**src/hdl/rct_pkg.sv**
```systemverilog
`timescale 1ns / 1ps
// -----------------------------------------------------------------------------
// rct_pkg: shared types and constants of the ranked contributor table
// Entry layout, input item layout, result layout and item kind codes.
// -----------------------------------------------------------------------------
package rct_pkg;

   localparam int SPECIES_W = 32;
   localparam int COUNT_W   = 32;
   localparam int AMOUNT_W  = 16;

   localparam logic [SPECIES_W-1:0] INVALID_SPECIES = '1;

   localparam logic KIND_ADD  = 1'b0;
   localparam logic KIND_ELIG = 1'b1;

   typedef struct packed {
      logic [SPECIES_W-1:0] species;
      logic [COUNT_W-1:0]   count;
      logic                 eligible;
   } entry_type;

   typedef struct packed {
      logic                  kind;
      logic [SPECIES_W-1:0]  species;
      logic [AMOUNT_W-1:0]   amount;
      logic                  eligible;
      logic                  last;
   } item_type;

   typedef struct packed {
      logic [SPECIES_W-1:0] main_species;
      logic                 main_valid;
      logic                 table_full;
   } result_type;

endpackage

```
**src/hdl/rct_if.sv**
```systemverilog
`timescale 1ns / 1ps
// -----------------------------------------------------------------------------
// rct_if: request and response channels
// Valid/ready channels; a beat moves when valid and ready are both high.
// -----------------------------------------------------------------------------
interface rct_req_if;
   logic        valid;
   logic        ready;
   logic        kind;
   logic [31:0] species;
   logic [15:0] amount;
   logic        eligible;
   logic        last;

   modport source (output valid, output kind, output species, output amount,
                   output eligible, output last, input ready);
   modport sink   (input valid, input kind, input species, input amount,
                   input eligible, input last, output ready);
endinterface

interface rct_rsp_if;
   logic        valid;
   logic        ready;
   logic [31:0] main_species;
   logic        main_valid;
   logic        table_full;

   modport source (output valid, output main_species, output main_valid,
                   output table_full, input ready);
   modport sink   (input valid, input main_species, input main_valid,
                   input table_full, output ready);
endinterface

```
**src/hdl/rct_mem.sv**
```systemverilog
`timescale 1ns / 1ps
// -----------------------------------------------------------------------------
// rct_mem: entry storage
// One write port and one registered read port over the table entries.
// -----------------------------------------------------------------------------
module rct_mem #(
   parameter int DEPTH = 16,
   localparam int ADDR_W = $clog2(DEPTH)
) (
   input  logic               clock,
   input  logic               wr_en,
   input  logic [ADDR_W-1:0]  wr_addr,
   input  rct_pkg::entry_type wr_data,
   input  logic               rd_en,
   input  logic [ADDR_W-1:0]  rd_addr,
   output rct_pkg::entry_type rd_data
);
   import rct_pkg::*;

   entry_type mem [DEPTH];
   entry_type rd_data_ff;

   always_ff @(posedge clock) begin
      if (wr_en) begin
         mem[wr_addr] <= wr_data;
      end
   end

   always_ff @(posedge clock) begin
      if (rd_en) begin
         rd_data_ff <= mem[rd_addr];
      end
   end

   assign rd_data = rd_data_ff;

endmodule

```
**src/hdl/rct_alu.sv**
```systemverilog
`timescale 1ns / 1ps
// -----------------------------------------------------------------------------
// rct_alu: shared compare and saturating add unit
// Equality and less-than on one operand pair, and a saturating count add.
// -----------------------------------------------------------------------------
module rct_alu (
   input  logic [31:0] op_a,
   input  logic [31:0] op_b,
   input  logic [15:0] addend,
   output logic        eq,
   output logic        lt,
   output logic [31:0] sum_sat
);
   import rct_pkg::*;

   logic [COUNT_W:0] sum;

   assign eq      = (op_a == op_b);
   assign lt      = (op_a < op_b);
   assign sum     = {1'b0, op_a} + {{(COUNT_W + 1 - AMOUNT_W){1'b0}}, addend};
   assign sum_sat = sum[COUNT_W] ? '1 : sum[COUNT_W-1:0];

endmodule

```
**src/hdl/rct_ctrl.sv**
```systemverilog
`timescale 1ns / 1ps
// -----------------------------------------------------------------------------
// rct_ctrl: table sequencer
// Searches, updates, insertion-sorts and scans the table one entry at a time.
// -----------------------------------------------------------------------------
module rct_ctrl #(
   parameter int DEPTH = 16,
   localparam int ADDR_W = $clog2(DEPTH),
   localparam int USED_W = $clog2(DEPTH + 1)
) (
   input  logic                clock,
   input  logic                reset,
   rct_req_if.sink             req_bus,
   output logic                mem_wr_en,
   output logic [ADDR_W-1:0]   mem_wr_addr,
   output rct_pkg::entry_type  mem_wr_data,
   output logic                mem_rd_en,
   output logic [ADDR_W-1:0]   mem_rd_addr,
   input  rct_pkg::entry_type  mem_rd_data,
   output rct_pkg::result_type res_data,
   output logic                res_valid,
   input  logic                out_free
);
   import rct_pkg::*;

   typedef enum logic [11:0] {
      ST_IDLE     = 12'b0000_0000_0001,
      ST_FIND_RD  = 12'b0000_0000_0010,
      ST_FIND_CMP = 12'b0000_0000_0100,
      ST_APPLY    = 12'b0000_0000_1000,
      ST_SORT_RDI = 12'b0000_0001_0000,
      ST_SORT_LDI = 12'b0000_0010_0000,
      ST_SORT_RDJ = 12'b0000_0100_0000,
      ST_SORT_CMP = 12'b0000_1000_0000,
      ST_SORT_PUT = 12'b0001_0000_0000,
      ST_SCAN_RD  = 12'b0010_0000_0000,
      ST_SCAN_CMP = 12'b0100_0000_0000,
      ST_REPORT   = 12'b1000_0000_0000
   } state_type;

   state_type            state_ff, state_in;
   item_type             item_ff, item_in;
   entry_type            hold_ff, hold_in;
   logic [USED_W-1:0]    idx_ff, idx_in;
   logic [USED_W-1:0]    pos_ff, pos_in;
   logic [USED_W-1:0]    used_ff, used_in;
   logic                 full_seen_ff, full_seen_in;
   logic                 hit_ff, hit_in;
   logic [SPECIES_W-1:0] main_species_ff, main_species_in;
   logic                 main_valid_ff, main_valid_in;

   logic [USED_W-1:0]    idx_inc;
   logic [USED_W-1:0]    pos_dec;
   logic                 start_sort;

   logic [31:0]          alu_a;
   logic [31:0]          alu_b;
   logic                 alu_eq;
   logic                 alu_lt;
   logic [31:0]          alu_sum;

   rct_alu u_alu (
      .op_a    (alu_a),
      .op_b    (alu_b),
      .addend  (item_ff.amount),
      .eq      (alu_eq),
      .lt      (alu_lt),
      .sum_sat (alu_sum)
   );

   assign idx_inc = idx_ff + USED_W'(1);
   assign pos_dec = pos_ff - USED_W'(1);

   assign req_bus.ready = (state_ff == ST_IDLE);

   always_comb begin
      state_in        = state_ff;
      item_in         = item_ff;
      hold_in         = hold_ff;
      idx_in          = idx_ff;
      pos_in          = pos_ff;
      used_in         = used_ff;
      full_seen_in    = full_seen_ff;
      hit_in          = hit_ff;
      main_species_in = main_species_ff;
      main_valid_in   = main_valid_ff;
      start_sort      = 1'b0;
      mem_wr_en       = 1'b0;
      mem_wr_addr     = pos_ff[ADDR_W-1:0];
      mem_wr_data     = hold_ff;
      mem_rd_en       = 1'b0;
      mem_rd_addr     = idx_ff[ADDR_W-1:0];
      alu_a           = mem_rd_data.species;
      alu_b           = item_ff.species;
      res_valid       = 1'b0;
      res_data        = '{main_species: main_species_ff, main_valid: main_valid_ff,
                          table_full: full_seen_ff};

      unique case (state_ff)
         ST_IDLE: begin
            if (req_bus.valid) begin
               item_in = '{kind: req_bus.kind, species: req_bus.species,
                           amount: req_bus.amount, eligible: req_bus.eligible,
                           last: req_bus.last};
               idx_in  = '0;
               hit_in  = 1'b0;
               if (req_bus.species == INVALID_SPECIES) begin
                  start_sort = req_bus.last;
               end else if (used_ff == USED_W'(0)) begin
                  state_in = ST_APPLY;
               end else begin
                  state_in = ST_FIND_RD;
               end
            end
         end
         ST_FIND_RD: begin
            mem_rd_en = 1'b1;
            state_in  = ST_FIND_CMP;
         end
         ST_FIND_CMP: begin
            alu_a = mem_rd_data.species;
            alu_b = item_ff.species;
            if (alu_eq) begin
               hit_in   = 1'b1;
               hold_in  = mem_rd_data;
               pos_in   = idx_ff;
               state_in = ST_APPLY;
            end else if (idx_inc == used_ff) begin
               state_in = ST_APPLY;
            end else begin
               idx_in   = idx_inc;
               state_in = ST_FIND_RD;
            end
         end
         ST_APPLY: begin
            alu_a = hold_ff.count;
            if (hit_ff) begin
               mem_wr_en   = 1'b1;
               mem_wr_addr = pos_ff[ADDR_W-1:0];
               if (item_ff.kind == KIND_ELIG) begin
                  mem_wr_data = '{species: hold_ff.species, count: hold_ff.count,
                                  eligible: item_ff.eligible};
               end else begin
                  mem_wr_data = '{species: hold_ff.species, count: alu_sum,
                                  eligible: hold_ff.eligible};
               end
            end else if (item_ff.kind == KIND_ADD) begin
               if (used_ff < USED_W'(DEPTH)) begin
                  mem_wr_en   = 1'b1;
                  mem_wr_addr = used_ff[ADDR_W-1:0];
                  mem_wr_data = '{species: item_ff.species,
                                  count: COUNT_W'(item_ff.amount),
                                  eligible: item_ff.eligible};
                  used_in     = used_ff + USED_W'(1);
               end else begin
                  full_seen_in = 1'b1;
               end
            end
            state_in   = ST_IDLE;
            start_sort = item_ff.last;
         end
         ST_SORT_RDI: begin
            mem_rd_en = 1'b1;
            state_in  = ST_SORT_LDI;
         end
         ST_SORT_LDI: begin
            hold_in  = mem_rd_data;
            pos_in   = idx_ff;
            state_in = ST_SORT_RDJ;
         end
         ST_SORT_RDJ: begin
            mem_rd_en   = 1'b1;
            mem_rd_addr = pos_dec[ADDR_W-1:0];
            state_in    = ST_SORT_CMP;
         end
         ST_SORT_CMP: begin
            alu_a = mem_rd_data.count;
            alu_b = hold_ff.count;
            if (alu_lt) begin
               mem_wr_en   = 1'b1;
               mem_wr_addr = pos_ff[ADDR_W-1:0];
               mem_wr_data = mem_rd_data;
               pos_in      = pos_dec;
               state_in    = (pos_dec == USED_W'(0)) ? ST_SORT_PUT : ST_SORT_RDJ;
            end else begin
               state_in = ST_SORT_PUT;
            end
         end
         ST_SORT_PUT: begin
            mem_wr_en   = 1'b1;
            mem_wr_addr = pos_ff[ADDR_W-1:0];
            mem_wr_data = hold_ff;
            if (idx_inc == used_ff) begin
               idx_in   = '0;
               state_in = ST_SCAN_RD;
            end else begin
               idx_in   = idx_inc;
               state_in = ST_SORT_RDI;
            end
         end
         ST_SCAN_RD: begin
            mem_rd_en = 1'b1;
            state_in  = ST_SCAN_CMP;
         end
         ST_SCAN_CMP: begin
            if (mem_rd_data.eligible) begin
               main_species_in = mem_rd_data.species;
               main_valid_in   = 1'b1;
               state_in        = ST_REPORT;
            end else if (idx_inc == used_ff) begin
               main_species_in = INVALID_SPECIES;
               main_valid_in   = 1'b0;
               state_in        = ST_REPORT;
            end else begin
               idx_in   = idx_inc;
               state_in = ST_SCAN_RD;
            end
         end
         ST_REPORT: begin
            res_valid = out_free;
            if (out_free) begin
               full_seen_in = 1'b0;
               state_in     = ST_IDLE;
            end
         end
         default: begin
            state_in = ST_IDLE;
         end
      endcase

      if (start_sort) begin
         if (used_in == USED_W'(0)) begin
            main_species_in = INVALID_SPECIES;
            main_valid_in   = 1'b0;
            state_in        = ST_REPORT;
         end else if (used_in == USED_W'(1)) begin
            idx_in   = '0;
            state_in = ST_SCAN_RD;
         end else begin
            idx_in   = USED_W'(1);
            state_in = ST_SORT_RDI;
         end
      end
   end

   always_ff @(posedge clock) begin
      if (reset) begin
         state_ff     <= ST_IDLE;
         used_ff      <= '0;
         full_seen_ff <= 1'b0;
      end else begin
         state_ff     <= state_in;
         used_ff      <= used_in;
         full_seen_ff <= full_seen_in;
      end
   end

   always_ff @(posedge clock) begin
      item_ff         <= item_in;
      hold_ff         <= hold_in;
      idx_ff          <= idx_in;
      pos_ff          <= pos_in;
      hit_ff          <= hit_in;
      main_species_ff <= main_species_in;
      main_valid_ff   <= main_valid_in;
   end

endmodule

```
**src/hdl/ranked_contributor_table_top.sv**
```systemverilog
`timescale 1ns / 1ps
// -----------------------------------------------------------------------------
// ranked_contributor_table_top: ranked contributor table
// Accumulates per-identifier counts and reports the top eligible entry.
// -----------------------------------------------------------------------------
// Request beats carry one contribution or eligibility item; the beat with
// last set closes a batch and yields exactly one response beat with the
// first eligible identifier after a stable sort by decreasing count, plus
// the table-full flag of that batch. Other request beats yield nothing.
// One item is in flight at a time; req ready is high only while idle.
// The entry search reads the table memory one entry at a time, with a read
// state and a compare state per entry, until a match or the last entry.
// A batch end adds the insertion sort on the same single read port: it
// reads each entry, shifts smaller-count entries toward the back and then
// places the held entry; then comes the eligibility scan over the sorted
// entries, and then the result is handed to the response register.
// Reset empties the table at once (no clearing pass) and drops any
// pending response. A stalled response holds in its output register; the
// next item is still accepted, and only a following batch end waits for
// the register to drain.
// -----------------------------------------------------------------------------
module ranked_contributor_table_top #(
   parameter int TABLE_DEPTH = 16
) (
   input  logic      clock,
   input  logic      reset,
   rct_req_if.sink   req_bus,
   rct_rsp_if.source rsp_bus
);
   import rct_pkg::*;

   localparam int ADDR_W = $clog2(TABLE_DEPTH);

   logic              mem_wr_en;
   logic [ADDR_W-1:0] mem_wr_addr;
   entry_type         mem_wr_data;
   logic              mem_rd_en;
   logic [ADDR_W-1:0] mem_rd_addr;
   entry_type         mem_rd_data;

   result_type        res_data;
   logic              res_valid;
   logic              out_free;

   logic              rsp_valid_ff, rsp_valid_in;
   result_type        rsp_data_ff, rsp_data_in;

   rct_mem #(.DEPTH(TABLE_DEPTH)) u_mem (
      .clock   (clock),
      .wr_en   (mem_wr_en),
      .wr_addr (mem_wr_addr),
      .wr_data (mem_wr_data),
      .rd_en   (mem_rd_en),
      .rd_addr (mem_rd_addr),
      .rd_data (mem_rd_data)
   );

   rct_ctrl #(.DEPTH(TABLE_DEPTH)) u_ctrl (
      .clock       (clock),
      .reset       (reset),
      .req_bus     (req_bus),
      .mem_wr_en   (mem_wr_en),
      .mem_wr_addr (mem_wr_addr),
      .mem_wr_data (mem_wr_data),
      .mem_rd_en   (mem_rd_en),
      .mem_rd_addr (mem_rd_addr),
      .mem_rd_data (mem_rd_data),
      .res_data    (res_data),
      .res_valid   (res_valid),
      .out_free    (out_free)
   );

   assign out_free = !rsp_valid_ff || rsp_bus.ready;

   always_comb begin
      rsp_valid_in = rsp_valid_ff;
      rsp_data_in  = rsp_data_ff;
      if (res_valid) begin
         rsp_valid_in = 1'b1;
         rsp_data_in  = res_data;
      end else if (rsp_bus.ready) begin
         rsp_valid_in = 1'b0;
      end
   end

   always_ff @(posedge clock) begin
      if (reset) begin
         rsp_valid_ff <= 1'b0;
      end else begin
         rsp_valid_ff <= rsp_valid_in;
      end
   end

   always_ff @(posedge clock) begin
      rsp_data_ff <= rsp_data_in;
   end

   assign rsp_bus.valid        = rsp_valid_ff;
   assign rsp_bus.main_species = rsp_data_ff.main_species;
   assign rsp_bus.main_valid   = rsp_data_ff.main_valid;
   assign rsp_bus.table_full   = rsp_data_ff.table_full;

endmodule

```
**src/flat_wrapper.sv**
```systemverilog
// flat-port wrapper written by rule: the top's interface ports become plain ports
module ranked_contributor_table_top_flat import rct_pkg::*;
#(
   parameter int TABLE_DEPTH = 16
)
  (clock, reset, req_bus_valid, req_bus_kind, req_bus_species, req_bus_amount, req_bus_eligible, req_bus_last, req_bus_ready, rsp_bus_valid, rsp_bus_main_species, rsp_bus_main_valid, rsp_bus_table_full, rsp_bus_ready);
  rct_req_if req_bus_i ();
  rct_rsp_if rsp_bus_i ();
  input  logic clock;
  input  logic reset;
  input wire logic [$bits(req_bus_i.valid)-1:0] req_bus_valid;
  input wire logic [$bits(req_bus_i.kind)-1:0] req_bus_kind;
  input wire logic [$bits(req_bus_i.species)-1:0] req_bus_species;
  input wire logic [$bits(req_bus_i.amount)-1:0] req_bus_amount;
  input wire logic [$bits(req_bus_i.eligible)-1:0] req_bus_eligible;
  input wire logic [$bits(req_bus_i.last)-1:0] req_bus_last;
  output wire logic [$bits(req_bus_i.ready)-1:0] req_bus_ready;
  output wire logic [$bits(rsp_bus_i.valid)-1:0] rsp_bus_valid;
  output wire logic [$bits(rsp_bus_i.main_species)-1:0] rsp_bus_main_species;
  output wire logic [$bits(rsp_bus_i.main_valid)-1:0] rsp_bus_main_valid;
  output wire logic [$bits(rsp_bus_i.table_full)-1:0] rsp_bus_table_full;
  input wire logic [$bits(rsp_bus_i.ready)-1:0] rsp_bus_ready;
  assign req_bus_i.valid = req_bus_valid;
  assign req_bus_i.kind = req_bus_kind;
  assign req_bus_i.species = req_bus_species;
  assign req_bus_i.amount = req_bus_amount;
  assign req_bus_i.eligible = req_bus_eligible;
  assign req_bus_i.last = req_bus_last;
  assign req_bus_ready = req_bus_i.ready;
  assign rsp_bus_valid = rsp_bus_i.valid;
  assign rsp_bus_main_species = rsp_bus_i.main_species;
  assign rsp_bus_main_valid = rsp_bus_i.main_valid;
  assign rsp_bus_table_full = rsp_bus_i.table_full;
  assign rsp_bus_i.ready = rsp_bus_ready;
  ranked_contributor_table_top #(.TABLE_DEPTH(TABLE_DEPTH)) u_core (.clock(clock), .reset(reset), .req_bus(req_bus_i), .rsp_bus(rsp_bus_i));
endmodule
```
**config.mk**
```make
export PLATFORM = sky130hd
export DESIGN_NAME = ranked_contributor_table_top_flat
export DESIGN_NICKNAME = d
export VERILOG_FILES = /design/src/hdl/rct_pkg.sv /design/src/hdl/rct_if.sv /design/src/hdl/rct_mem.sv /design/src/hdl/rct_alu.sv /design/src/hdl/rct_ctrl.sv /design/src/hdl/ranked_contributor_table_top.sv /design/src/flat_wrapper.sv
export SDC_FILE = /design/constraint.sdc
export NUM_CORES = 2
export LEC_CHECK = 0
export BUFFER_PORTS_ARGS = -buffer_cell sky130_fd_sc_hd__buf_2
export CORE_MARGIN = 5
export CORE_UTILIZATION = 50
export DETAILED_ROUTE_END_ITERATION = 10
export GPL_ROUTABILITY_DRIVEN = 1
export PLACE_DENSITY = 0.74
export SYNTH_ARGS = -nofsm -noshare
export SYNTH_HDL_FRONTEND = slang
export SYNTH_HIERARCHICAL = 1
export SYNTH_SLANG_ARGS = --single-unit
```
**constraint.sdc**
```tcl
create_clock -name clock -period 18.7 [get_ports clock]
set_clock_uncertainty 0.2 [all_clocks]
set_input_delay 3.74 -clock clock [delete_from_list [all_inputs] [get_ports clock]]
set_output_delay 3.74 -clock clock [all_outputs]
set_load 0.05 [all_outputs]
```
Word level (Yosys, flattened, before mapping):

Memory sizes are Yosys's and may differ from the RTL's. A register that Yosys moved wholly into a read port is not among the register bits.
Index checks and enable logic that the tools add are counted.

* flip-flop bits (word level): 213
* logic and storage cells: 149
* output and inout port bits: 36
* memories: 1
* input bits: 55
* memory bits (writable): 1040

* $lt $le $gt $ge: 2
* reductions and logical operators: 17
* $add $sub $neg: 4
* mux-type cells: 79
* eq/ne operators: 26

Memories
* u_core.u_mem.mem: depth 16, width 65, read ports 1, clocked after Yosys merged registers in 1, wr ports 1, line rct_mem.sv:20 `entry_type mem [DEPTH];`

Operators by type and width (count)
* $mux W65: 5
* $pmux W65 S2: 2
* $mux W32: 7
* $pmux W12 S11: 1
* $mux W12: 7
* $mux W5: 13
* $pmux W32 S2: 1
* $add A32 B16 Y33: 1
* $mux W33: 1
* $eq A32 B32 Y1: 1
* $eq A32 B32 Y1 const B: 1
* $lt A32 B32 Y1: 1
* $mux W4: 8
* $mux W1: 24
* $mux W10: 2
* $pmux W5 S4: 1
* $mux W9: 2
* $logic_not A5 Y1: 3
* $pmux W5 S3: 1
* $ne A2 B2 Y1 const B: 7
* $eq A12 B1 Y1 const B: 1
* $eq A12 B10 Y1 const B: 1
* $eq A12 B11 Y1 const B: 1
* $eq A12 B12 Y1 const B: 1
* 25 further kinds: 35

Depth between registers and ports, before layout:

* depth after elaboration: 9
* gate-level depth with buffers: 26

Modules after synthesis:

Netlist, hierarchy kept.

Modules (own cells, without submodules)
* rct_mem: area each 40894.2 µm², seq. area each 33181.8 µm², cells an instance 1673, instances 1
* rct_ctrl: area each 9112.5 µm², seq. area each 4784.6 µm², cells an instance 984, instances 1
* rct_alu: area each 2133.3 µm², seq. area each 0.0 µm², cells an instance 307, instances 1
* ranked_contributor_table_top: area each 1067.3 µm², seq. area each 1041.0 µm², cells an instance 38, instances 1

Worst setup path after synthesis:

No wires, ideal clock.

* kind: reg2reg
* start: reg u_core.u_ctrl.state_ff[1]
* end: mem u_core/u_mem/mem[0][0] (netlist name), enable pin
* slack: 8891 ps
* period minus slack after synthesis: 9809 ps
* data required time: 17932 ps
* cell stages (with the launch flop): 24
* library setup time: 568 ps
* buffers on the path: 6
* arrival time: 9041 ps
* cells stage by stage: dfxtp_1 clkbuf_1 or4b_2 nor3_1 buf_2 nor2_1 clkbuf_1 nand2_1 nand2_1 ha_1 a21o_1 a21o_1 a21oi_1 nor2_1 a211oi_1 a21oi_1 nor3_1 and4_1 buf_2 buf_2 buf_2 nand3b_1 or3b_1 nor3_1

* longest elaborated chain between the ends: 7

RTL lines
* start, declared: line rct_ctrl.sv:41 `state_type state_ff, state_in;`
* start signal, assigned: line rct_ctrl.sv:252 `state_ff <= state_in;`
* $eq A12 B8 Y1 or $eq A12 B4 Y1 (tied branches): line rct_ctrl.sv:99 `unique case (state_ff)`
* $pmux W32 S2 (*): line rct_ctrl.sv:99
* via u_core.u_ctrl.alu_a[9]: line rct_ctrl.sv:56 `logic [31:0] alu_a;`
* $lt A32 B32 Y1 (*): line rct_alu.sv:19 `assign lt = (op_a < op_b);`
* via u_core.u_ctrl.alu_lt: line rct_ctrl.sv:59 `logic alu_lt;`
* $mux W1 (*): line rct_ctrl.sv:179 `if (alu_lt) begin`
* $pmux W1 S3 (*): line rct_ctrl.sv:99
* via u_core.mem_wr_en: line ranked_contributor_table_top.sv:34 `logic mem_wr_en;`
* $mux W1 (*): line rct_mem.sv:24 `if (wr_en) begin`
* $mux W1 (implied by the code) (*): line rct_mem.sv:25 `mem[wr_addr] <= wr_data;`
* end, declared: line rct_mem.sv:20

Mark *: on every way through the listed nets, which the timed path passes. The rest lies on a longest branch.

Final worst setup path:

* start: reg u_core.u_ctrl.state_ff[11]
* end: mem u_core/u_mem/mem[11][39] (netlist name), enable pin

The elaborated chain is that of the path after synthesis.

==> results_dict.tcl <==
set metrics [dict create \
    placeableCoreArea_sq_mm 0.106 \
    finalWorstSetupSlack_ps 10540 \
    syn2layout_area_growth_pct 11.8 \
    dominantRegCellSynth "edfxtp_1" \
    synthTopCellsByCount "edfxtp_1 (1,261), nand2_1 (424), mux4_2 (260)" \
    setup_viol 0 \
    place.gp.congestion 0.933 \
    crit_buf_inv 3 \
    crit_path_start_kind "flop" \
    gr-total-overflow 0 \
    die_area_sq_mm 0.113 \
    cpMaxStageDelayCell "buf_4" \
    p_per_area_mw_per_mm2 109 \
    crit_family "simple AND/OR/NAND/NOR gates" \
    yosys-top-cells-area "edfxtp_1 (71%), mux4_2 (11%), nand2_1 (3.0%)" \
    syn_area_per_cell_sq_um 17.7 \
    slew_headroom_pct 19.8 \
    yosysUniqueCellTypes 85 \
    htree_levels 4 \
    crit_arrival_ps 8300 \
    seq_area_frac_synth_pct 73.3 \
    finalHoldViolCount 0 \
    vias 29400 \
    firstDrtPassIters 8 \
    utilization_pct 56.4 \
    drt_iter0_markers 3669 \
    synth_edf_count 1261 \
    vias_per_cell 6.37 \
    stdcell_count 4616 \
    synth_nets 3112 \
    criticalPathCategory "reg -> reg" \
    num-fill-cells 7754 \
    p_leak_uw 0.0191 \
    grt_max_degree 139 \
    path_cells "or4_1, nor2_1, and3_2, buf_4, nor2_2, buf_4, nand2_1, nand2_1, ha_1, nor2b_1, o21a_1, o21a_1, o21ai_0, a21o_1, a21oi_1, nor3_1, and4_2, nand3b_1, nand3b_1, nor2_4, buf_4" \
    antenna_found_initial 7 \
    rows 119 \
    ir_drop_uv 84.3 \
    cts_setup_buffers 0 \
    slew_viol_final 0 \
    wl_per_cell_um 29.6 \
    reg2regPathDepth 21 \
    die_w_um 336 \
    rsz0062_at_grt "false" \
    ctsRootBufferMaster "clkbuf_16" \
    worst_slew_pin_slew_ps 1200 \
    synthArstFlopShare_pct 0 \
    whs_path_depth 0 \
    portBuffers 90 \
    layout-drive-gt1-share_pct 20.2 \
    clock_path_buffers 3 \
    end_kind "flop" \
    min_period_over_period_pct 43.7 \
    regToRegSetupSlack_ps 10540 \
    grt_pass1_wl_mm 199 \
    path_clk_slew_ps 60 \
    initial_utilization_pct 50.4 \
    setup_tns_ps 0 \
    placed_cells 4374 \
    numCtsBuffers 132 \
    critical_path_required_ps 18830 \
    clkLatencyLatePin_ps 730 \
    cts_tree "done" \
    synth_warnings 6 \
    yosysMostFrequentCell "edfxtp_1" \
    r2r_end "u_core/u_mem/mem[11][39]" \
    cp_slowest_stage_delay_ps 960 \
    maxCapViolations 0 \
    timing.critical_path.mode_cell "buf_4" \
    finalCriticalPeriod_ps 8160 \
    pin_count 91 \
    synth_cells 3002 \
    outcome "completed" \
    crit_path_max_fanout 52 \
    dp_hpwl_mm 80.8 \
    yosysTopAreaCell "edfxtp_1" \
    synth_top_area_share_pct 71.2 \
    timing.rr.start "u_core/u_ctrl/state_ff[11]" \
    hold_ws_ps 232 \
    synth_area_sq_mm 0.0532 \
    hold_start "u_core/u_ctrl/main_species_ff[30]" \
    grt_usage_pct 24.3 \
    drtAntennaViolNets 0 \
    cts_resized 0 \
    die_h_um 336 \
    grt_pass1_vias 29200 \
    pre_cts_ws_ps 10680 \
    wl_mm 137 \
    max_clock_freq_ghz 0.122 \
    holdPathEnd "u_core/rsp_bus.main_species[30]" \
    layout.nets 3227 \
    hp-class "reg -> reg" \
    drcViolationCount 0 \
    cts_sinks 1318 \
    hold_buffers 0 \
    ys_ff_latch 1318 \
]
routing by layer:
layer	part of all wire [%]	up-vias	wire [um]	global-route usage, %
li1	-	12300	-	-
met1	39	15000	53000	34.5
met2	45	1754	61700	36.6
met3	13	277	17800	7.68
met4	3.0	4	4140	7.27
met5	0.018	-	24	0
kinds of logic (layout without fill, tap and decap cells):
family / after synthesis / in the layout / share of synthesized area, %
DFF: 1318 / 1318 / 73.3
AOI/OAI and AO/OA: 444 / 444 / 5.96
xor gates and xnor gates: 37 / 37 / 0.635
other: 0 / 6 / 0
and+or+nand+nor: 663 / 663 / 5.63
muxes: 269 / 269 / 11.2
adders and majority gates: 55 / 55 / 1.31
buffers and inverters: 216 / 433 / 1.97
layout make-up:
cell class,count,area [sq um],share of cell area [%]
sequential,1318,39000,65.6
multi-input combinational,1468,13400,22.5
clock buffer,165,3580,6.03
tap,1391,1740,2.93
timing repair buffer,144,893,1.50
clock inverter,71,692,1.16
inverter,53,199,0.334
antenna,6,15.0,0.0252
worst max path at each step:
stage | startpoint | endpoint | cells past startpoint
6_report | u_core/u_ctrl/state_ff[11] | u_core/u_mem/mem[11][39] | 21
4_1_cts | u_core/u_ctrl/state_ff[11] | u_core/u_mem/mem[10][61] | 21
5_1_grt | u_core/u_ctrl/state_ff[11] | u_core/u_mem/mem[10][62] | 21
3_3_place_gp | u_core/u_ctrl/state_ff[11] | u_core/u_mem/mem[10][39] | 21
3_5_place_dp | u_core/u_ctrl/state_ff[11] | u_core/u_mem/mem[10][39] | 21
2_1_floorplan | u_core/u_ctrl/state_ff[1] | u_core/u_mem/mem[0][0] | 23
state kept, by name, summed over array words and instances, names as in the netlist:
| signal | count |
|---|---|
| u_core/u_ctrl/state_ff | 12 |
| u_core/rsp_bus.valid | 1 |
| u_core/rsp_bus.main_valid | 1 |
| u_core/u_ctrl/hold_ff | 65 |
| u_core/u_ctrl/full_seen_ff | 1 |
| u_core/u_ctrl/pos_ff | 5 |
| u_core/u_mem/rd_data | 65 |
| u_core/u_ctrl/used_ff | 5 |
| u_core/rsp_bus.table_full | 1 |
| u_core/u_ctrl/idx_ff | 5 |
| u_core/u_mem/mem | 1040 |
| u_core/rsp_bus.main_species | 32 |
| u_core/u_ctrl/item_ff | 51 |
| u_core/u_ctrl/hit_ff | 1 |
| u_core/u_ctrl/main_species_ff | 32 |
| u_core/u_ctrl/main_valid_ff | 1 |
stage by stage:
step	instance area, sq um	power [uW]
6_report	59500	6490
5_1_grt	59500	6710
4_1_cts	59500	6520
3_5_place_dp	55200	3930
3_3_place_gp	55200	3930
2_1_floorplan	53200	3730
worst register-to-register path, stage by stage, from the launching register on:
cell and delay, ps:
dfxtp_1 360, or4_1 720, nor2_1 330, and3_2 630, buf_4 510, nor2_2 60
buf_4 280, nand2_1 140, nand2_1 130, ha_1 330, nor2b_1 140, o21a_1 170
o21a_1 170, o21ai_0 180, a21o_1 170, a21oi_1 60, nor3_1 340, and4_2 580
nand3b_1 340, nand3b_1 360, nor2_4 540, buf_4 960
where the power goes:
| part | internal, uW | leakage (uW) | switching, uW |
|---|---|---|---|
| combinational | 166 | 0.00526 | 348 |
| clock | 1520 | 0.00208 | 1090 |
| sequential | 3310 | 0.0117 | 68.0 |
cell usage in the layout (no fill, tap or decap), types with 51 or more instances in the layout:
cell type,n
nor2_1,60
buf_4,51
edfxtp_1,1261
nand2_1,424
inv_1,51
mux4_2,260
buf_2,90
dfxtp_1,57
ha_1,54
clkbuf_16,138
a22oi_1,210
Power figures use the tool's default switching activity.
